<file path="config.mk">
export PLATFORM = sky130hd
export DESIGN_NAME = mbd_front_flat
export DESIGN_NICKNAME = d
export VERILOG_FILES = /design/src/sv/mbd_pkg.sv /design/src/sv/mbd_pix_if.sv /design/src/sv/mbd_front.sv /design/src/flat_wrapper.sv
export SDC_FILE = /design/constraint.sdc
export NUM_CORES = 1
export LEC_CHECK = 0
export BUFFER_PORTS_ARGS = -buffer_cell sky130_fd_sc_hd__buf_2
export CAP_MARGIN = 5
export CORE_MARGIN = 3
export CORE_UTILIZATION = 40
export DETAILED_ROUTE_END_ITERATION = 16
export GPL_TIMING_DRIVEN = 0
export PLACE_DENSITY_LB_ADDON = 0.1
export SKIP_LAST_GASP = 1
export SYNTH_ARGS = -nofsm -noshare
export SYNTH_HDL_FRONTEND = slang
export SYNTH_SLANG_ARGS = --single-unit
</file>
<file path="constraint.sdc">
create_clock -name clk -period 3.5 [get_ports clk]
set_input_delay 0.7 -clock clk [delete_from_list [all_inputs] [get_ports clk]]
set_output_delay 0.7 -clock clk [all_outputs]
set_load 0.02 [all_outputs]
</file>
<file path="src/sv/mbd_pkg.sv">
`default_nettype none

package mbd_pkg;

    localparam int DEF_MAX_WIDTH    = 4096;
    localparam int DEF_MAX_CHANNELS = 4;

    localparam int PIX_W        = 8;
    localparam int SUM_W        = PIX_W + 1;
    localparam int NUM_CHANNELS = 4;
    localparam int CHAN_W       = 3;
    localparam int HEIGHT_W     = 13;
    localparam int ROW_W        = 12;
    localparam int HEIGHT_LIMIT = 4096;

    localparam int CFG_INDEX_W = 2;
    localparam int CFG_DATA_W  = 13;

    // power of two so the pointers wrap on their own
    localparam int QUEUE_DEPTH = 4;
    localparam int QUEUE_PTR_W = $clog2(QUEUE_DEPTH);

    typedef enum logic [CFG_INDEX_W-1:0] {
        CFG_IMAGE_WIDTH   = 2'd0,
        CFG_IMAGE_HEIGHT  = 2'd1,
        CFG_CHANNEL_COUNT = 2'd2
    } cfg_reg_t;

    typedef struct packed {
        logic emit;
        logic row_end;
        logic frame_end;
    } mbd_ctrl_t;

    localparam int CTRL_W = $bits(mbd_ctrl_t);

    function automatic int col_w(input int max_width);
        return ($clog2(max_width) < 2) ? 2 : $clog2(max_width);
    endfunction

    function automatic int slot_w(input int max_width);
        return col_w(max_width) - 1;
    endfunction

    function automatic int eff_width_w(input int max_width);
        return $clog2(max_width + 1);
    endfunction

endpackage

`default_nettype wire

</file>
<file path="src/sv/mbd_pix_if.sv">
`default_nettype none

interface mbd_pix_if;
    import mbd_pkg::*;

    logic             valid;
    logic             ready;
    logic [PIX_W-1:0] chan0;
    logic [PIX_W-1:0] chan1;
    logic [PIX_W-1:0] chan2;
    logic [PIX_W-1:0] chan3;

    modport source (output valid, output chan0, output chan1, output chan2, output chan3,
                    input ready);
    modport sink (input valid, input chan0, input chan1, input chan2, input chan3,
                  output ready);
endinterface

`default_nettype wire

</file>
<file path="src/sv/mbd_front.sv">
`default_nettype none

module mbd_front #(
    parameter int MAX_WIDTH    = mbd_pkg::DEF_MAX_WIDTH,
    parameter int MAX_CHANNELS = mbd_pkg::DEF_MAX_CHANNELS,
    localparam int CW = mbd_pkg::col_w(MAX_WIDTH),
    localparam int SW = mbd_pkg::slot_w(MAX_WIDTH),
    localparam int WW = mbd_pkg::eff_width_w(MAX_WIDTH),
    localparam int PW = mbd_pkg::SUM_W * MAX_CHANNELS
) (
    input  logic                              clk,
    input  logic                              rst_n,
    mbd_pix_if.sink                           pix,
    input  logic                              write_enable,
    input  logic [mbd_pkg::CFG_INDEX_W-1:0]   reg_index,
    input  logic [mbd_pkg::CFG_DATA_W-1:0]    write_data,
    input  logic                              q_full,
    output logic                              push,
    output mbd_pkg::mbd_ctrl_t                push_ctrl,
    output logic [SW-1:0]                     push_slot,
    output logic [PW-1:0]                     push_pair
);
    import mbd_pkg::*;

    localparam int HW = PIX_W * MAX_CHANNELS;

    logic [WW-1:0]       width_reg;
    logic [WW-1:0]       width_next;
    logic [HEIGHT_W-1:0] height_reg;
    logic [HEIGHT_W-1:0] height_next;
    logic [CHAN_W-1:0]   chans_reg;
    logic [CHAN_W-1:0]   chans_next;

    logic [CW-1:0]       col_reg;
    logic [CW-1:0]       col_next;
    logic [ROW_W-1:0]    row_reg;
    logic [ROW_W-1:0]    row_next;
    logic [HW-1:0]       hold_reg;

    logic [NUM_CHANNELS-1:0][PIX_W-1:0] chan_in;
    logic [HW-1:0]       px;
    logic                accept;
    logic                active_row;
    logic                pair_col;
    logic [WW-1:0]       w_even;
    logic [HEIGHT_W-1:0] h_even;
    logic [CW:0]         col_inc;
    logic [HEIGHT_W-1:0] row_inc;

    assign chan_in   = {pix.chan3, pix.chan2, pix.chan1, pix.chan0};
    assign pix.ready = !q_full;
    assign accept    = pix.valid && pix.ready;

    // clamp written values to what the datapath supports
    always_comb
    begin
        width_next  = width_reg;
        height_next = height_reg;
        chans_next  = chans_reg;
        if (write_enable)
        begin
            unique case (cfg_reg_t'(reg_index))
                CFG_IMAGE_WIDTH:
                begin
                    if (write_data == '0)
                        width_next = WW'(1);
                    else if (int'(write_data) > MAX_WIDTH)
                        width_next = WW'(MAX_WIDTH);
                    else
                        width_next = WW'(write_data);
                end
                CFG_IMAGE_HEIGHT:
                begin
                    if (write_data == '0)
                        height_next = HEIGHT_W'(1);
                    else if (int'(write_data) > HEIGHT_LIMIT)
                        height_next = HEIGHT_W'(HEIGHT_LIMIT);
                    else
                        height_next = HEIGHT_W'(write_data);
                end
                CFG_CHANNEL_COUNT:
                begin
                    if (write_data[CHAN_W-1:0] == '0)
                        chans_next = CHAN_W'(1);
                    else if (int'(write_data[CHAN_W-1:0]) > MAX_CHANNELS)
                        chans_next = CHAN_W'(MAX_CHANNELS);
                    else
                        chans_next = write_data[CHAN_W-1:0];
                end
                default:
                begin
                    width_next = width_reg;
                end
            endcase
        end
    end

    always_comb
    begin
        for (int c = 0; c < MAX_CHANNELS; c++)
        begin
            px[c*PIX_W +: PIX_W] = (CHAN_W'(c) < chans_reg) ? chan_in[c] : '0;
            push_pair[c*SUM_W +: SUM_W] = {1'b0, hold_reg[c*PIX_W +: PIX_W]}
                                        + {1'b0, px[c*PIX_W +: PIX_W]};
        end

        w_even     = width_reg & ~WW'(1);
        h_even     = height_reg & ~HEIGHT_W'(1);
        active_row = HEIGHT_W'(row_reg) < h_even;
        pair_col   = col_reg[0] && (WW'(col_reg) < w_even);

        push                = accept && active_row && pair_col;
        push_slot           = col_reg[CW-1:1];
        push_ctrl.emit      = row_reg[0];
        push_ctrl.row_end   = WW'(col_reg) == (w_even - WW'(1));
        push_ctrl.frame_end = push_ctrl.row_end && (HEIGHT_W'(row_reg) == (h_even - HEIGHT_W'(1)));

        // a counter past a newly written size wraps on its next advance
        col_inc  = {1'b0, col_reg} + (CW+1)'(1);
        row_inc  = HEIGHT_W'(row_reg) + HEIGHT_W'(1);
        col_next = col_reg;
        row_next = row_reg;
        if (accept)
        begin
            if (col_inc >= (CW+1)'(width_reg))
            begin
                col_next = '0;
                row_next = (row_inc >= height_reg) ? '0 : row_inc[ROW_W-1:0];
            end
            else
            begin
                col_next = col_inc[CW-1:0];
            end
        end
    end

    always_ff @(posedge clk or negedge rst_n)
    begin
        if (!rst_n)
        begin
            width_reg  <= WW'(1);
            height_reg <= HEIGHT_W'(1);
            chans_reg  <= CHAN_W'(MAX_CHANNELS);
            col_reg    <= '0;
            row_reg    <= '0;
            hold_reg   <= '0;
        end
        else
        begin
            width_reg  <= width_next;
            height_reg <= height_next;
            chans_reg  <= chans_next;
            col_reg    <= col_next;
            row_reg    <= row_next;
            if (accept && active_row && !col_reg[0])
                hold_reg <= px;
        end
    end

`ifndef SYNTHESIS
    a_push_odd_col: assert property (@(posedge clk) disable iff (!rst_n)
        push |-> col_reg[0] && accept)
        else $error("pair issued on an even column");

    a_frame_end_row_end: assert property (@(posedge clk) disable iff (!rst_n)
        push && push_ctrl.frame_end |-> push_ctrl.row_end && push_ctrl.emit)
        else $error("frame end without row end on an odd row");

    a_push_has_room: assert property (@(posedge clk) disable iff (!rst_n)
        push |-> !q_full)
        else $error("item pushed into a full queue");
`endif

endmodule

`default_nettype wire

</file>
<file path="src/flat_wrapper.sv">
// flat-port wrapper written by rule: the top's interface ports become plain ports
module mbd_front_flat import mbd_pkg::*;
#(
    parameter int MAX_WIDTH    = mbd_pkg::DEF_MAX_WIDTH,
    parameter int MAX_CHANNELS = mbd_pkg::DEF_MAX_CHANNELS,
    localparam int CW = mbd_pkg::col_w(MAX_WIDTH),
    localparam int SW = mbd_pkg::slot_w(MAX_WIDTH),
    localparam int WW = mbd_pkg::eff_width_w(MAX_WIDTH),
    localparam int PW = mbd_pkg::SUM_W * MAX_CHANNELS
)
  (clk, rst_n, write_enable, reg_index, write_data, q_full, push, push_ctrl, push_slot, push_pair, pix_valid, pix_chan0, pix_chan1, pix_chan2, pix_chan3, pix_ready);
  mbd_pix_if pix_i ();
  input  logic clk;
  input  logic rst_n;
  input  logic write_enable;
  input  logic [mbd_pkg::CFG_INDEX_W-1:0] reg_index;
  input  logic [mbd_pkg::CFG_DATA_W-1:0] write_data;
  input  logic q_full;
  output logic push;
  output mbd_pkg::mbd_ctrl_t push_ctrl;
  output logic [SW-1:0] push_slot;
  output logic [PW-1:0] push_pair;
  input wire logic [$bits(pix_i.valid)-1:0] pix_valid;
  input wire logic [$bits(pix_i.chan0)-1:0] pix_chan0;
  input wire logic [$bits(pix_i.chan1)-1:0] pix_chan1;
  input wire logic [$bits(pix_i.chan2)-1:0] pix_chan2;
  input wire logic [$bits(pix_i.chan3)-1:0] pix_chan3;
  output wire logic [$bits(pix_i.ready)-1:0] pix_ready;
  assign pix_i.valid = pix_valid;
  assign pix_i.chan0 = pix_chan0;
  assign pix_i.chan1 = pix_chan1;
  assign pix_i.chan2 = pix_chan2;
  assign pix_i.chan3 = pix_chan3;
  assign pix_ready = pix_i.ready;
  mbd_front #(.MAX_WIDTH(MAX_WIDTH), .MAX_CHANNELS(MAX_CHANNELS)) u_core (.clk(clk), .rst_n(rst_n), .pix(pix_i), .write_enable(write_enable), .reg_index(reg_index), .write_data(write_data), .q_full(q_full), .push(push), .push_ctrl(push_ctrl), .push_slot(push_slot), .push_pair(push_pair));
endmodule
</file>
==> After elaboration in Yosys (flattened, before gate mapping) <==
Index checks and enable logic that the tools add are counted.
{ "totals": {"regBits": 85, "input_bits": 52, "wordCells": 53} }
{ "op_classes": {"add_sub_neg": 8, "n_lt_le_gt_ge": 10, "n_eq_ne": 4, "n_mux": 10, "reduce_logical": 15} }
{ "ops": {"columns": ["op", "count"], "rows": [
  ["$add A8 B8 Y9", 4],
  ["$mux W8", 4],
  ["$add A12 B1 Y13 const B", 2],
  ["$eq A12 B13 Y1", 2],
  ["$ge A13 B13 Y1", 2],
  ["$lt A12 B13 Y1", 2],
  ["$mux W13", 2],
  ["$sub A13 B1 Y13 const B", 2],
  ["$mux W12", 2],
  ["$gt A13 B13 Y1 const B", 1],
  ["$logic_not A13 Y1", 1],
  ["$reduce_and A2 Y1", 4],
  ["$logic_and A1 B1 Y1", 6],
  ["$lt A1 B3 Y1 const A", 2],
  ["$lt A2 B3 Y1 const A", 2],
  ["$mux W3", 2],
  ["$gt A3 B3 Y1 const B", 1],
  ["$logic_not A3 Y1", 1],
  ["$eq A2 B1 Y1 const B", 1],
  ["$eq A2 B2 Y1 const B", 1],
  ["$logic_not A1 Y1", 2],
  ["$logic_not A2 Y1", 1]
]} }

==> Depth between registers and ports, before layout <==
{ "depth": {"word_depth": 4, "ltp_mapped": 14, "depth_no_buf": 14} }

==> Worst setup path after synthesis <==
No wires, ideal clock.
{ "synth_path": {"path_kind": "register -> output", "startpoint": "register u_core.chans_reg[1]", "endpoint": "output push_pair[8]", "arrival_ps": 2537, "required_ps": 2800, "setup_slack_ps": 263, "path_stages_with_launch": 10, "path_cell_list": "dfrtp_1 nor3_1 nor2b_1 ha_1 fa_1 a21o_1 a21oi_1 o21bai_1 a21oi_1 o21ai_0"} }
{ "synth_via": {"elab_chain_cells": 3} }
{ "synth_rtl": {"columns": ["element", "line", "text"], "rows": [
  ["start: declaration", "mbd_front.sv:31", "logic [CHAN_W-1:0] chans_reg;"],
  ["start signal: assignment", "mbd_front.sv:143", "chans_reg <= CHAN_W'(MAX_CHANNELS);"],
  ["start signal: assignment", "mbd_front.sv:152", "chans_reg <= chans_next;"],
  ["$lt A1 B3 Y1", "mbd_front.sv:102", "px[c*PIX_W +: PIX_W] = (CHAN_W'(c) < chans_reg) ? chan_in[c] : '0;"],
  ["$mux W8", "mbd_front.sv:102", null],
  ["via u_core.px[0]", "mbd_front.sv:41", "logic [HW-1:0] px;"],
  ["$add A8 B8 Y9", "mbd_front.sv:104", "+ {1'b0, px[c*PIX_W +: PIX_W]};"],
  ["end: declaration", "flat_wrapper.sv:22", "output logic [PW-1:0] push_pair;"]
]} }
The timed path passes the listed nets, and every way through them passes these cells.

==> impl_metrics.yaml <==
run_status:
  status: "finished with violations"
  violations: "setup timing"
power_and_ir_drop:
  clock_power_share: 0.169
  powerDensity_nw_per_um2: 706
  p_leak_nw: 4.19
  intPower_mw: 3.47
  seqPwrFrac: 0.257
  swShare: 0.425
  finalPower_mw: 6.04
  ir_drop_mv: 0.384
  p_sw_mw: 2.57
  combPwrFrac: 0.573
clocking:
  cts.sinks: 85
  clk_latency_ps: 350
  cts-htree-levels: 3
  cts_buffer_depth: 2
  cts-root-buf: "clkbuf_16"
  clkTransAtPathRegs_ps: 60
  cts_buffers: 9
  tritoncts: "yes"
detailed_routing:
  drt_iter0_drc: 230
  routed_wl_um: 17100
  drc_errors: 0
  vias_per_cell: 5.19
  vias: 5871
  ant_nets: 0
  routedWlPerCell_um: 15.1
  dr.pass1.iters: 4
synth:
  synth-edff-count: 0
  synth_seq_cells: 85
  syn_inst: 765
  yosysUniqueCellTypes: 54
  syn_area_per_cell_sq_um: 9.05
  yosysMostFrequentCell: "ha_1"
  synthArstFlopShare: 1.00
  yosys.area.top_type_share: 0.296
  synthTopCellsByArea: "dfrtp_1, ha_1, mux2_2, xnor2_1, o21ai_0"
  yosysTopAreaCell: "dfrtp_1"
  syn_area_sq_um: 6920
  seq_area_frac_synth: 0.308
  synth_common_cells: "ha_1, dfrtp_1, nand2_1, o21ai_0, inv_1"
  synth_fp_nets: 905
  yosysWarningCount: 0
  synth-main-ff-cell: "dfrtp_1"
cells_and_area:
  nets: 1046
  syn2layout_area_growth_pct: 23.5
  drive_gt1_frac: 0.294
  finalInstanceArea_sq_um: 8550
  fillers: 1637
  diodes: 0
  largest_reg_flops: 32
  layout.cells.non_filler: 1131
  fin_util: 0.510
sta:
  max_freq_mhz: 283
  tightest_slew_ps: 974
  period_share: 1.01
  min_period_ps: 3540
  fin_hold_ws_ps: 245
  setup_tns_ps: -39.5
  skew_ps: 11.4
  slew_headroom: 0.347
  rsz0062_at_grt: "yes"
  setup_viol: 1
  final_hold_viol_count: 0
  setup_ws_ps: -39.5
  maxSlewViolCount: 0
floorplanning:
  ios: 104
  chipWidth_um: 138
  row_count: 47
  core_area_sq_um: 16800
  start_util: 0.413
  die_y_um: 138
  dieArea_sq_um: 18900
worst_setup_path:
  crit_buf_inv: 2
  critical_path_cell_count: 8
  crit_required_ps: 2800
  slowest_delay_ps: 620
  cp_cell_sequence: "buf_4 > nor3_1 > xnor2_1 > nand4b_1 > or4_1 > a2111oi_4 > o2111a_1 > buf_6"
  cp-end-kind: "output port"
  ff2ff_setup_slack_ps: 210
  start_kind: "flop"
  worstSetupPathType: "flop to output port"
  arrival_ps: 2840
  worstPathMaxFanout: 4
  crit_family: "simple AND/OR/NAND/NOR gates"
  cp_slowest_cell: "or4_1"
  ff2ff_path_depth: 14
placement:
  post_dp_cell_area_sq_um: 7740
  dp_cells: 1089
  pre_cts_slack_ps: -695
  numPortBuffers: 103
  hpwl_um: 13300
  place_congestion: 0.836
worst_hold_path:
  hold_path_class: "primary input to async pin"
global_routing:
  grt_pass1_vias: 5635
  grt_max_degree: 67
  grt_pass1_wl_um: 27700
  antenna_found_initial: 2
  grt_usage: 0.183
  grt_overflow: 0
job:
  cap_viol_max_count: 0
cell families (layout without fill, tap and decap cells):
group                    after synthesis  in the layout  synth area share
AO/OA/AOI/OAI                        158            158             0.141
flip-flops                            85             85             0.308
AND/OR/NAND/NOR                      245            245             0.188
multiplexers                          39             39            0.0625
XOR/XNOR                              67             67            0.0848
buffers and inverters                 83            229            0.0524
adder cells (fa/ha/maj)               88             88             0.163
layout make-up:
type / count / area [sq um] / area share
inverters: 45 / 169 / 0.0198
clock inverters: 4 / 72.6 / 0.00849
clock buffers: 12 / 236 / 0.0277
plain buffers: 37 / 210 / 0.0246
well taps: 220 / 275 / 0.0322
flip-flops and latches: 85 / 2130 / 0.250
repair buffers: 131 / 788 / 0.0922
multi-input cells: 597 / 4670 / 0.546
cell usage in the layout, fill, tap and decap left out, drive strengths merged, types with 2 or more instances in the layout:
| master | netlist | layout |
|---|---|---|
| a211o | 3 | 3 |
| a211oi | 3 | 3 |
| a21boi | 3 | 3 |
| a21o | 16 | 16 |
| a21oi | 39 | 39 |
| a22o | 10 | 10 |
| a31oi | 2 | 2 |
| and2 | 9 | 9 |
| buf | 16 | 149 |
| bufinv | 0 | 2 |
| clkbuf | 22 | 31 |
| dfrtp | 82 | 82 |
| dfstp | 3 | 3 |
| fa | 4 | 4 |
| ha | 84 | 84 |
| inv | 45 | 45 |
| mux2 | 34 | 34 |
| mux2i | 5 | 5 |
| nand2 | 68 | 68 |
| nand2b | 27 | 27 |
| nand3 | 23 | 23 |
| nand3b | 3 | 3 |
| nand4 | 10 | 10 |
| nor2 | 24 | 24 |
| nor2b | 35 | 35 |
| nor3 | 18 | 18 |
| nor4 | 10 | 10 |
| nor4b | 2 | 2 |
| o21ai | 62 | 62 |
| o21bai | 6 | 6 |
| o31ai | 5 | 5 |
| or2 | 3 | 3 |
| or3 | 5 | 5 |
| or3b | 2 | 2 |
| or4 | 2 | 2 |
| xnor2 | 39 | 39 |
| xor2 | 28 | 28 |
worst paths after layout:
path | start | to
max | u_core.width_reg[1]$_DFFE_PN0P_ | push_ctrl[0]
min | rst_n | u_core.hold_reg[23]$_DFFE_PN0P_
max reg2reg | u_core.row_reg[1]$_DFFE_PN0P_ | u_core.row_reg[7]$_DFFE_PN0P_
min reg2reg | u_core.width_reg[0]$_DFFE_PN1P_ | u_core.width_reg[0]$_DFFE_PN1P_
max in group asynchronous | rst_n | u_core.height_reg[0]$_DFFE_PN1P_
min in group clk | u_core.width_reg[0]$_DFFE_PN1P_ | u_core.width_reg[0]$_DFFE_PN1P_
per-layer routing:
metal / GRT usage / up-vias / wire length, um
met1: 0.262 / 2777 / 8460
met4: 0.0527 / 4 / 176
met5: 0 / - / 17
li1: - / 2959 / -
met3: 0.0278 / 14 / 930
met2: 0.285 / 117 / 7550
power groups by stage:
stage	Combinational (mW)	Clock [mW]	Sequential [mW]
5_1_grt	3.84	1.10	1.60
3_3_place_gp	3.11	0	1.54
6_report	3.46	1.02	1.55
4_1_cts	3.30	1.06	1.54
2_1_floorplan	2.40	0	1.47
3_5_place_dp	3.18	0	1.56
worst reg2reg max path, cell delays in order, from the launching register on:
cell	delay (ps)
dfrtp_1	430
ha_2	250
nand3_1	210
nor2_4	220
nand2_1	100
nor2_1	160
xnor2_1	170
ha_1	290
a21o_1	170
a21o_1	170
a211oi_1	280
o31ai_2	170
clkbuf_2	240
nor4_1	220
a211o_1	140
timing repair:
action | in CTS | in global routing
buffers inserted | 16 | 12
pin swaps | 8 | 25
gates cloned | 0 | 0
hold buffers | 0 | 0
endpoints found under the setup margin | 35 | 42
resized for setup | 40 | 62
No activity file was read; power rests on OpenSTA's default activity.
