`src/sv/mbd_pkg.sv`:
```
`default_nettype none

package mbd_pkg;

    localparam int DEF_MAX_WIDTH    = 4096;
    localparam int DEF_MAX_CHANNELS = 4;

    localparam int PIX_W        = 8;
    localparam int SUM_W        = PIX_W + 1;
    localparam int NUM_CHANNELS = 4;
    localparam int CHAN_W       = 3;
    localparam int HEIGHT_W     = 13;
    localparam int ROW_W        = 12;
    localparam int HEIGHT_LIMIT = 4096;

    localparam int CFG_INDEX_W = 2;
    localparam int CFG_DATA_W  = 13;

    // power of two so the pointers wrap on their own
    localparam int QUEUE_DEPTH = 4;
    localparam int QUEUE_PTR_W = $clog2(QUEUE_DEPTH);

    typedef enum logic [CFG_INDEX_W-1:0] {
        CFG_IMAGE_WIDTH   = 2'd0,
        CFG_IMAGE_HEIGHT  = 2'd1,
        CFG_CHANNEL_COUNT = 2'd2
    } cfg_reg_t;

    typedef struct packed {
        logic emit;
        logic row_end;
        logic frame_end;
    } mbd_ctrl_t;

    localparam int CTRL_W = $bits(mbd_ctrl_t);

    function automatic int col_w(input int max_width);
        return ($clog2(max_width) < 2) ? 2 : $clog2(max_width);
    endfunction

    function automatic int slot_w(input int max_width);
        return col_w(max_width) - 1;
    endfunction

    function automatic int eff_width_w(input int max_width);
        return $clog2(max_width + 1);
    endfunction

endpackage

`default_nettype wire

```
`src/sv/mbd_queue.sv`:
```
`default_nettype none

module mbd_queue #(
    parameter int DATA_W = 8
) (
    input  logic              clk,
    input  logic              rst_n,
    input  logic              push,
    input  logic [DATA_W-1:0] push_data,
    output logic              full,
    input  logic              pop,
    output logic              pop_valid,
    output logic [DATA_W-1:0] pop_data
);
    import mbd_pkg::*;

    logic [DATA_W-1:0]      entry_reg [QUEUE_DEPTH];
    logic [QUEUE_PTR_W-1:0] wr_ptr_reg;
    logic [QUEUE_PTR_W-1:0] rd_ptr_reg;
    logic [QUEUE_PTR_W:0]   count_reg;
    logic [QUEUE_PTR_W:0]   count_next;
    logic                   do_push;
    logic                   do_pop;

    assign full      = count_reg == (QUEUE_PTR_W+1)'(QUEUE_DEPTH);
    assign pop_valid = count_reg != '0;
    assign pop_data  = entry_reg[rd_ptr_reg];
    assign do_push   = push && !full;
    assign do_pop    = pop && pop_valid;

    always_comb
    begin
        count_next = count_reg;
        if (do_push && !do_pop)
            count_next = count_reg + (QUEUE_PTR_W+1)'(1);
        else if (do_pop && !do_push)
            count_next = count_reg - (QUEUE_PTR_W+1)'(1);
    end

    always_ff @(posedge clk or negedge rst_n)
    begin
        if (!rst_n)
        begin
            wr_ptr_reg <= '0;
            rd_ptr_reg <= '0;
            count_reg  <= '0;
        end
        else
        begin
            count_reg <= count_next;
            if (do_push)
                wr_ptr_reg <= wr_ptr_reg + QUEUE_PTR_W'(1);
            if (do_pop)
                rd_ptr_reg <= rd_ptr_reg + QUEUE_PTR_W'(1);
        end
    end

    always_ff @(posedge clk)
    begin
        if (do_push)
            entry_reg[wr_ptr_reg] <= push_data;
    end

`ifndef SYNTHESIS
    a_count_up: assert property (@(posedge clk) disable iff (!rst_n)
        do_push && !do_pop |=> count_reg == $past(count_reg) + (QUEUE_PTR_W+1)'(1))
        else $error("queue count lost a push");

    a_ptr_gap: assert property (@(posedge clk) disable iff (!rst_n)
        count_reg != (QUEUE_PTR_W+1)'(QUEUE_DEPTH) && count_reg != '0
        |-> wr_ptr_reg != rd_ptr_reg)
        else $error("queue pointers disagree with count");

    a_count_bound: assert property (@(posedge clk) disable iff (!rst_n)
        count_reg <= (QUEUE_PTR_W+1)'(QUEUE_DEPTH))
        else $error("queue count beyond depth");
`endif

endmodule

`default_nettype wire

```
`config.mk`:
```
export PLATFORM = sky130hd
export DESIGN_NAME = mbd_queue
export DESIGN_NICKNAME = d
export VERILOG_FILES = /design/src/sv/mbd_pkg.sv /design/src/sv/mbd_queue.sv
export SDC_FILE = /design/constraint.sdc
export NUM_CORES = 1
export LEC_CHECK = 0
export ABC_AREA = 0
export BUFFER_PORTS_ARGS = -buffer_cell sky130_fd_sc_hd__buf_2
export CORE_ASPECT_RATIO = 1.4
export CORE_UTILIZATION = 59
export DETAILED_ROUTE_END_ITERATION = 6
export PLACE_DENSITY = 0.91
export REMOVE_ABC_BUFFERS = 1
export SYNTH_ARGS = -nofsm -noshare
export SYNTH_HDL_FRONTEND = slang
export SYNTH_SLANG_ARGS = --single-unit
export TNS_END_PERCENT = 10
```
`constraint.sdc`:
```
create_clock -name clk -period 3.3 [get_ports clk]
set_clock_uncertainty 0.1 [all_clocks]
set_input_delay 0.165 -clock clk [delete_from_list [all_inputs] [get_ports clk]]
set_output_delay 0.165 -clock clk [all_outputs]
set_load 0.02 [all_outputs]
```
# ---- Word level (Yosys, flattened, before mapping)
# Memory sizes are Yosys's and may differ from the RTL's.
# Index checks and enable logic that the tools add are counted.
dict set report op_classes {
  reduce_logical 9
  n_addsub 4
  n_eq_ne 1
  mux 4
}
# cell count
set op_table {}
lappend op_table {{$mux W3} 2}
lappend op_table {{$add A2 B1 Y2 const B} 2}
lappend op_table {{$logic_and A1 B1 Y1} 4}
lappend op_table {{$add A3 B1 Y3 const B} 1}
lappend op_table {{$eq A3 B3 Y1 const B} 1}
lappend op_table {{$logic_not A1 Y1} 3}
lappend op_table {{$reduce_bool A3 Y1} 1}
lappend op_table {{$sub A3 B1 Y3 const B} 1}
lappend op_table {{$mux W1} 2}
lappend op_table {{$reduce_bool A2 Y1} 1}
dict set report totals {
  input_bits 12
  reg_bits 7
  word_cells 22
  out_inout_bits 10
  ramBits 32
  memories 1
}
# memory words word_bits read_ports rd_clocked_by_memory_dff write_ports line
set mem_list {}
lappend mem_list {entry_reg 4 8 1 0 1 mbd_queue.sv:17} ;# logic [DATA_W-1:0] entry_reg [QUEUE_DEPTH];

# ---- Longest topological paths before layout
# Gate-level depths: netlist of run 1.
dict set report depth {
  word_depth 7
  depth_mapped 9
  depth_no_buf 8
}

# ---- Worst setup path after synthesis of run 1
# OpenSTA, ideal clock, no wires.
dict set report synth_timing {
  path_kind {register -> register}
  start {register count_reg[1]}
  end {register count_reg[1]}
  n_path_buf 1
  path_stages_with_launch 8
  slack_ns 1.124
  arrival_ns 1.952
  setup_time_ns 0.125
  path_cell_list {dfrtp_1 -> nor3b_2 -> nor2b_1 -> buf_6 -> ha_1 -> inv_1 -> fa_1 -> mux2_2}
}
dict set report synth_between {
  word_cells_on_any_way 14
}
# element line
set synth_lines {}
lappend synth_lines {{start, declared} mbd_queue.sv:20} ;# logic [QUEUE_PTR_W:0] count_reg;
lappend synth_lines {{start signal, assigned} mbd_queue.sv:50} ;# count_reg <= count_next;
lappend synth_lines {{$eq A3 B3 Y1} mbd_queue.sv:25} ;# assign full = count_reg == (QUEUE_PTR_W+1)'(QUEUE_DEPTH);
lappend synth_lines {{via full} mbd_queue.sv:10} ;# output logic full,
lappend synth_lines {{$logic_not A1 Y1} mbd_queue.sv:28} ;# assign do_push = push && !full;
lappend synth_lines {{$logic_and A1 B1 Y1} mbd_queue.sv:28}
lappend synth_lines {{via do_push} mbd_queue.sv:22} ;# logic do_push;
lappend synth_lines {{$logic_and A1 B1 Y1} mbd_queue.sv:34} ;# if (do_push && !do_pop)
lappend synth_lines {{$mux W3} mbd_queue.sv:34}
lappend synth_lines {{via count_next[1]} mbd_queue.sv:21} ;# logic [QUEUE_PTR_W:0] count_next;
# The timed path passes the listed nets, and every way through them passes these cells. The select of a mux whose other input is x is not followed.
# A chain may end at the register's enable or synchronous reset.

# ---- Final worst setup path of run 1
dict set report layout_timing {
  start {register count_reg[2]}
  end {register count_reg[2]}
}
dict set report layout_between {
  elab_chain_cells 6
  word_cells_on_any_way 14
}
# element
set layout_rtl {}
lappend layout_rtl {{parallel branches: the longest is 6 deep, another holds $sub A3 B1 Y3}}
# Parallel ways; which one is timed is not known. The select of a mux whose other input is x is not followed.

==> results of run 1 <==
==> power by group <==
group | internal, W | switching, W
clock network | 0.0000830 | 0.000140
logic | 0.000267 | 0.000276
registers | 0.000667 | 0.000109
total | 0.00102 | 0.000526
==> cell usage after synthesis <==
master    count  area (um2)
nor2b_1       1       6.260
mux2_2        1       11.26
fa_1          1       20.02
nor3b_2       1       12.51
buf_2         1       5.000
xnor2_1       4       35.03
nand2_1       1       3.750
inv_1         3       11.26
or3_1         1       6.260
buf_6         1       11.26
mux2_4        1       15.01
nor2_1        1       3.750
and2_1        4       25.02
dfrtp_1       7       175.2
nand3_1       1       5.000
ha_1          5       62.56
clkbuf_1      1       3.750
mux4_2        8       180.2
xor2_1        2       17.52
edfxtp_1     32       960.9
==> final cells by class <==
class	instances	area, um2	share of cell area
flip-flops and latches	39	1136	0.6143
multi-input cells	32	404.1	0.2185
repair buffers	31	205.2	0.1110
clock buffers	7	45.04	0.02436
well taps	34	42.54	0.02300
inverters	3	11.26	0.006089
clock inverters	1	5.005	0.002706
==> worst max path at each step <==
stage | startpoint | endpoint | cells past startpoint
floorplan | count_reg[1] | count_reg[2] | 8
global placement | count_reg[2] | count_reg[2] | 8
detailed placement | count_reg[2] | count_reg[2] | 8
CTS | count_reg[2] | count_reg[2] | 8
global route | count_reg[2] | count_reg[2] | 8
finish | count_reg[2] | count_reg[2] | 8
==> metal layers <==
metal	vias up	track usage	share of wire
met2	22	0.3464	0.55
met4	0	0.1023	0.023
met1	381	0.2338	0.39
met5	-	0	0
met3	5	0.06877	0.041
li1	360	-	-
==> cells by family after synthesis <==
logic type	count (synthesis)	share of synthesized area
and+or+nand+nor	10	0.03980
muxes	10	0.1314
xor gates and xnor gates	6	0.03344
buffers and inverters	6	0.01990
DFF	39	0.7229
adders and majority gates	6	0.05255
==> timing repair <==
item                       4_1_cts  5_1_grt
hold endpoints to repair        39        1
setup endpoints to repair        0        0
hold buffers                     9        1
==> critical path, stage by stage, from the launching register on <==
cell,delay (ns)
dfrtp_1,0.41
nor3b_2,0.17
nor2b_1,0.39
ha_1,0.27
inv_1,0.07
fa_1,0.39
xor2_1,0.16
nor2_1,0.12
xor2_1,0.17
==> stage by stage <==
stage / instances / util / worst slack, ns / power (W) / hold WS [ns]
detailed placement: 129 / 0.6879 / 1.003 / 0.001335 / -0.08543
finish: 147 / 0.7487 / 1.007 / 0.001544 / 0.08922
global placement: 129 / 0.6879 / 1.162 / 0.001297 / -0.09309
CTS: 146 / 0.7447 / 0.9823 / 0.001562 / 0.005642
floorplan: 74 / - / 1.125 / 0.001159 / -0.2306
global route: 147 / 0.7487 / 0.8416 / 0.001646 / 0.08769
==> results.json, run 1 <==
{
  "cts_tree": "done",
  "max-vdd-ir-drop_mv": 0.5925,
  "rr_endpoint": "count_reg[2]",
  "clockBufferDepth": 2,
  "final_nets": 130,
  "n_antenna_cell": 0,
  "port_buffers": 21,
  "reg2reg_depth": 8,
  "yosys_warnings": 0,
  "largest_reg_flops": 32,
  "worstMarginPinSlew_ns": 0.5815,
  "cp-start-kind": "flip-flop",
  "wl_mm": 2.477,
  "syn_inst": 77,
  "syn_area_um2": 1572,
  "post_cts.repair.setup_buffers": 0,
  "finalSetupViolCount": 0,
  "dr.pass1.iters": 4,
  "fin_crit_ns": 2.293,
  "place_area_um2": 1699,
  "holdCritPathClass": "input port to asynchronous set/reset pin",
  "design.portCount": 22,
  "grtUsageTotal": 0.2104,
  "area_growth_pct": 17.67,
  "drc": 0,
  "grt_start_max_net_pins": 12,
  "vias": 768,
  "synth_cell_types": 20,
  "core_um2": 2470,
  "overflow": 0,
  "finalHoldViolCount": 0,
  "htreeDepth": 2,
  "arrival_ns": 2.46,
  "syn_area_per_cell_um2": 20.41,
  "max_slew_margin": 0.6123,
  "worstPathRequired_ns": 3.47,
  "rsz0062_at_grt": "false",
  "fp.dieW_um": 45.62,
  "cts-buffers-inserted": 5,
  "drt-initial-drc-count": 21,
  "grt_pass1_wl_mm": 3.939,
  "r2r-start": "count_reg[2]",
  "clockRootBuffer": "clkbuf_4",
  "first_global_vias": 820,
  "ant_nets": 0,
  "finalCritPeriodShare": 0.6947,
  "power.density_nw_per_um2": 834.7,
  "timing_worst_setup_path_type": "flip-flop to flip-flop",
  "start_util": 0.6363,
  "synth_seq_area_share": 0.7229,
  "slew_viol_final": 0,
  "final_area_um2": 1849,
  "ys_ff_latch": 39,
  "clk_latency_ns": 0.34,
  "via_per_inst": 5.224,
  "wire_per_inst_um": 16.85,
  "drive_above_1_share": 0.3363,
  "die_area_um2": 2877,
  "drv_cap": 0,
  "finalSetupTns_ns": 0,
  "ctsResizeCount": 0,
  "nFillCells": 164,
  "place.gp.congestion": 0.6741,
  "rrSetupSlack_ns": 1.01,
  "cts.sinks": 39,
  "hpwl_mm": 1.703,
  "antenna_found_initial": 0,
  "final_cell_mix": "32 x edfxtp_1, 21 x buf_2, 10 x dlygate4sd3_1",
  "fmax_mhz": 436.2,
  "layout.cells.most_common": "edfxtp_1",
  "die_h_um": 63.07,
  "p_leak_nw": 0.6947,
  "rows": 21,
  "status": "complete, no violations",
  "clkSlewWorstSetupHoldPaths_ns": 0.10,
  "crit_path_end_kind": "flip-flop",
  "crit_fanout": 7
}
Note: power is estimated with default switching activity, not from simulation.
==> run 2: changes to the inputs <==
ABC_AREA = 1   (was 0)
CORE_UTILIZATION = 56   (was 59)
PLACE_DENSITY = 0.87   (was 0.91)
clock period = 2.4 ns   (was 3.3 ns; I/O delays follow)
==> run 2 against run 1 <==
Worst setup slack got worse by 0.63 ns. Synthesized cell count increased by 99%. Via count rose by 49%. Combinational power is 77% higher. Wire length grew 19%. Non-clock buffer count increased by 4. Sequential power up 30%. Critical path type unchanged. Critical endpoint unchanged. Largest cell class unchanged.
==> results.json, run 2 <==
{
  "synth_seq_area_share": 0.6556,
  "top_usage_layer": "met2",
  "crit_fanout": 7,
  "fp.dieW_um": 49.02,
  "grt_start_max_net_pins": 35,
  "drive_above_1_share": 0.1771,
  "n_antenna_cell": 0,
  "overflow": 0,
  "worstMarginPinSlew_ns": 0.5201,
  "fmax_mhz": 494.8,
  "place_ws_ns": 0.3980,
  "htreeDepth": 2,
  "finalCritPeriodShare": 0.8421,
  "wl_mm": 2.960,
  "syn_area_per_cell_um2": 11.33,
  "nFillCells": 212,
  "globalRouteMet2Util": 0.3976,
  "hpwl_mm": 2.047,
  "worstPathRequired_ns": 2.48,
  "wire_per_inst_um": 12.93,
  "synth.top_cells.by_count": "41 x nand2_1, 32 x edfxtp_1, 29 x inv_1",
  "status": "complete, no violations",
  "die_h_um": 67.82,
  "synth_cell_types": 18,
  "layout.cells.most_common": "nand2_1",
  "port_buffers": 21,
  "clk_latency_ns": 0.29,
  "worst_slack_ns": 0.3789,
  "first_global_vias": 1132,
  "max_slew_margin": 0.6528,
  "cts-buffers-inserted": 5,
  "cp-start-kind": "flip-flop",
  "slew_viol_final": 0,
  "largest_reg_flops": 32,
  "hold_depth": 3,
  "timing_worst_setup_path_type": "flip-flop to flip-flop",
  "cts_tree": "done",
  "ant_nets": 0,
  "design.portCount": 22,
  "finalSetupTns_ns": 0,
  "synth_top_area_frac": 0.5545,
  "synth_edf_count": 32,
  "core_um2": 2907,
  "grt_pass1_wl_mm": 4.623,
  "ys_async_sr_fraction": 0.1795,
  "fin_crit_ns": 2.021,
  "synth_top_flop_cell": "edfxtp_1",
  "place.gp.congestion": 0.7304,
  "dr.pass1.iters": 3,
  "holdBufCountCts": 10,
  "met3_usage": 0.06000,
  "area_growth_pct": 18.92,
  "final_cell_mix": "41 x nand2_1, 32 x edfxtp_1, 29 x inv_1",
  "gr-usage-met1": 0.1767,
  "yosys_warnings": 0,
  "via_per_inst": 4.983,
  "ys_ff_latch": 39,
  "post_cts.repair.setup_buffers": 0,
  "drc": 0,
  "grtUsageTotal": 0.2045,
  "clkSlewWorstSetupHoldPaths_ns": 0.07,
  "fin_util": 0.7090,
  "cts.sinks": 39,
  "finalSetupViolCount": 0,
  "ctsResizeCount": 0,
  "clockRootBuffer": "clkbuf_8",
  "antenna_found_initial": 0,
  "die_area_um2": 3324,
  "whs_ns": 0.003824,
  "yosysTopAreaCell": "edfxtp_1",
  "max-vdd-ir-drop_mv": 0.7206,
  "rsz0062_at_grt": "false",
  "start_util": 0.5962,
  "clockBufferDepth": 2,
  "vias": 1141,
  "syn_inst": 153,
  "holdCritPathClass": "input port to flip-flop",
  "arrival_ns": 2.10,
  "syn_area_um2": 1733,
  "power.density_nw_per_um2": 1170,
  "drt-initial-drc-count": 34,
  "p_leak_nw": 0.9342,
  "crit_path_end_kind": "flip-flop",
  "drv_cap": 0,
  "reg2reg_depth": 11,
  "final_nets": 209,
  "synth.most_common_cell": "nand2_1",
  "rows": 23,
  "finalHoldViolCount": 0,
  "synth.area.top_cells": "edfxtp_1 55%, dfrtp_1 10%, nand2_1 8.9%"
}
run 2: cell types whose count changed after synthesis, sizes merged, moves of 3 or more:
| cell | change |
|---|---|
| inv | +28 |
| xnor2 | -3 |
| and2 | -4 |
| o211ai | +16 |
| mux4 | -8 |
| nand2 | +41 |
| nor2 | +3 |
| nand3 | +6 |
run 2: power by group:
part,internal [W],switching [W]
sequential,0.000910,0.000104
clock,0.000230,0.000204
combinational,0.000331,0.000632
total,0.00147,0.000940
run 2: through the flow:
stage / std cells / power [W] / cell area, um2
floorplan: 149 / 0.001665 / 1689
global placement: 211 / 0.001911 / 1871
detailed placement: 211 / 0.001987 / 1871
CTS: 229 / 0.002425 / 2061
global route: 229 / 0.002572 / 2061
finish: 229 / 0.002412 / 2061
run 2: final timing paths:
check                           endpoint  slack (ns)           from
max in group asynchronous   count_reg[0]        1.95          rst_n
min in group asynchronous  wr_ptr_reg[0]        0.09          rst_n
setup / recovery            count_reg[2]        0.38   count_reg[0]
hold reg to reg            rd_ptr_reg[0]        0.42  rd_ptr_reg[0]
setup reg to reg            count_reg[2]        0.38   count_reg[0]
hold / removal             wr_ptr_reg[0]       0.004           push
run 2: final cells by class:
cell class | instances | area (um2) | area share
clock buffers | 7 | 86.33 | 0.04189
clock inverters | 1 | 3.754 | 0.001821
inverters | 32 | 120.1 | 0.05829
multi-input cells | 78 | 432.9 | 0.2101
flip-flops and latches | 39 | 1136 | 0.5513
well taps | 37 | 46.29 | 0.02247
repair buffers | 35 | 235.2 | 0.1141
run 2: kinds of logic (layout without fill, tap and decap cells):
| kind of cell | after synthesis | in the layout | synth area share |
|---|---|---|---|
| fa+ha+maj | 6 | 6 | 0.04765 |
| flops | 39 | 39 | 0.6556 |
| buf+inv | 36 | 75 | 0.09458 |
| simple gates | 54 | 54 | 0.1249 |
| xor+xnor | 1 | 1 | 0.005055 |
| compound gates | 17 | 17 | 0.07220 |
run 2: worst max-delay path, cell delays in order, from the launching register on:
cell	delay [ns]
dfrtp_1	0.43
inv_2	0.06
nand3_1	0.15
nand2_2	0.12
inv_1	0.09
ha_1	0.18
inv_1	0.08
fa_1	0.39
nand2_1	0.12
nand3_1	0.08
nand2_1	0.06
nand2_1	0.05
run 2: routing by layer:
| layer | wire length, um | vias to the layer above |
|---|---|---|
| met1 | 1133 | 528 |
| met4 | 102 | 0 |
| met2 | 1628 | 23 |
| met5 | 0 | - |
| li1 | - | 579 |
| met3 | 95 | 11 |
==> run 3: changes to the inputs <==
clock period = 2 ns   (was 2.4 ns; I/O delays follow)
==> run 3 against run 2 <==
Die area did not move. Non-clock buffer count is 5 higher. Clock power is 74% higher. Utilization grew 3.6 points. Hold slack improved by 0.061 ns. Highest routed layer unchanged. Global-route usage increased by 1.3 points. Power is 36% higher. Combinational power increased by 38%. Largest cell class unchanged.
==> results.json, run 3 (synthesized netlist as in run 2, its figures left out) <==
{
  "status": "complete, no violations",
  "port_buffers": 21,
  "rrSetupSlack_ns": 0.06,
  "finalCritPeriodShare": 0.9691,
  "wl_mm": 3.224,
  "finalSetupViolCount": 0,
  "timing_worst_setup_path_type": "flip-flop to flip-flop",
  "clockRootBuffer": "clkbuf_8",
  "ant_nets": 0,
  "place_ws_ns": 0.01432,
  "layout.cells.most_common": "nand2_1",
  "grt_start_max_net_pins": 35,
  "power.density_nw_per_um2": 1510,
  "start_util": 0.5962,
  "finalPower_w": 0.003270,
  "design.portCount": 22,
  "largest_reg_flops": 32,
  "grtUsageTotal": 0.2176,
  "cts-buffers-inserted": 5,
  "worstPathRequired_ns": 2.07,
  "antenna_found_initial": 0,
  "htreeDepth": 2,
  "first_global_vias": 1200,
  "arrival_ns": 2.01,
  "clk_latency_ns": 0.29,
  "n_antenna_cell": 0,
  "rows": 23,
  "die_area_um2": 3324,
  "slew_viol_final": 0,
  "crit_fanout": 4,
  "fin_crit_ns": 1.938,
  "drv_cap": 0,
  "finalSetupTns_ns": 0,
  "place_area_um2": 1878,
  "max_slew_margin": 0.6639,
  "dr.pass1.iters": 4,
  "grt_pass1_wl_mm": 4.981,
  "hpwl_mm": 2.051,
  "clockBufferDepth": 2,
  "worst_slack_ns": 0.06170,
  "r2r-start": "count_reg[2]",
  "drive_above_1_share": 0.2386,
  "clkSlewWorstSetupHoldPaths_ns": 0.07,
  "drc": 0,
  "crit_path_end_kind": "flip-flop",
  "cp-start-kind": "flip-flop",
  "final_cell_mix": "39 x nand2_1, 32 x edfxtp_1, 26 x inv_1",
  "place.gp.congestion": 0.8289,
  "fin_util": 0.7452,
  "fmax_mhz": 515.9,
  "final_nets": 214,
  "worstMarginPinSlew_ns": 0.5034,
  "vias": 1248,
  "die_h_um": 67.82,
  "final_area_um2": 2166,
  "cts_tree": "done",
  "overflow": 0,
  "reg2reg_depth": 10,
  "max-vdd-ir-drop_mv": 1.087,
  "wire_per_inst_um": 13.78,
  "cts.sinks": 39,
  "area_growth_pct": 24.98,
  "holdCritPathClass": "input port to asynchronous set/reset pin",
  "fp.dieW_um": 49.02,
  "via_per_inst": 5.333,
  "p_leak_nw": 0.9792,
  "rr_endpoint": "count_reg[2]",
  "drt-initial-drc-count": 48,
  "finalHoldViolCount": 0,
  "core_um2": 2907
}
-- run 3: metrics by stage --
stage | instances | hold WS (ns)
floorplan | 149 | -0.2956
global placement | 212 | -0.1648
detailed placement | 212 | -0.1570
CTS | 232 | 0.05883
global route | 234 | 0.09624
finish | 234 | 0.06444
-- run 3: routing by layer --
metal / vias up / track usage / part of all wire
met2: 35 / 0.3924 / 0.58
met5: - / 0 / 0
li1: 591 / - / -
met4: 0 / 0.1801 / 0.029
met3: 11 / 0.06889 / 0.038
met1: 611 / 0.2018 / 0.36
-- run 3: worst max-delay path by stage --
stage / startpoint / end / slack (ns) / cells after the start
final: count_reg[2] / count_reg[2] / 0.06 / 10
after global routing: count_reg[0] / count_reg[1] / -0.02 / 9
after global placement: count_reg[0] / count_reg[1] / 0.14 / 9
after CTS: count_reg[1] / count_reg[2] / 0.002 / 10
after floorplan: count_reg[0] / count_reg[2] / 0.06 / 10
after detailed placement: count_reg[0] / count_reg[2] / 0.01 / 11
-- run 3: cell type report --
cell class	instances	area, um2
flip-flops and latches	39	1136
repair buffers	40	275.3
clock buffers	6	72.57
fillers	173	740.7
multi-input cells	78	455.4
inverters	32	120.1
clock inverters	2	60.06
well taps	37	46.29
-- run 3: where the power goes --
group | internal [W] | switching, W | total [W]
logic | 0.000461 | 0.000869 | 0.00133
registers | 0.00109 | 0.0000920 | 0.00118
clock network | 0.000498 | 0.000257 | 0.000755
total | 0.00205 | 0.00122 | 0.00327
-- run 3: critical path, stage by stage (launching register included) --
cell,delay [ns]
dfrtp_1,0.43
inv_2,0.10
nand3_2,0.11
nand2_2,0.11
ha_1,0.20
inv_2,0.07
fa_2,0.35
nand2_2,0.09
nand3_1,0.07
nand2_1,0.09
nand2_1,0.08
-- run 3: what timing repair did --
item,CTS,global route
hold buffers,11,0
endpoints found under the setup margin,2,2
buffers inserted,1,2
pin swaps,0,1
gates resized for setup,2,7
cloned,0,0
hold endpoints to repair,42,0
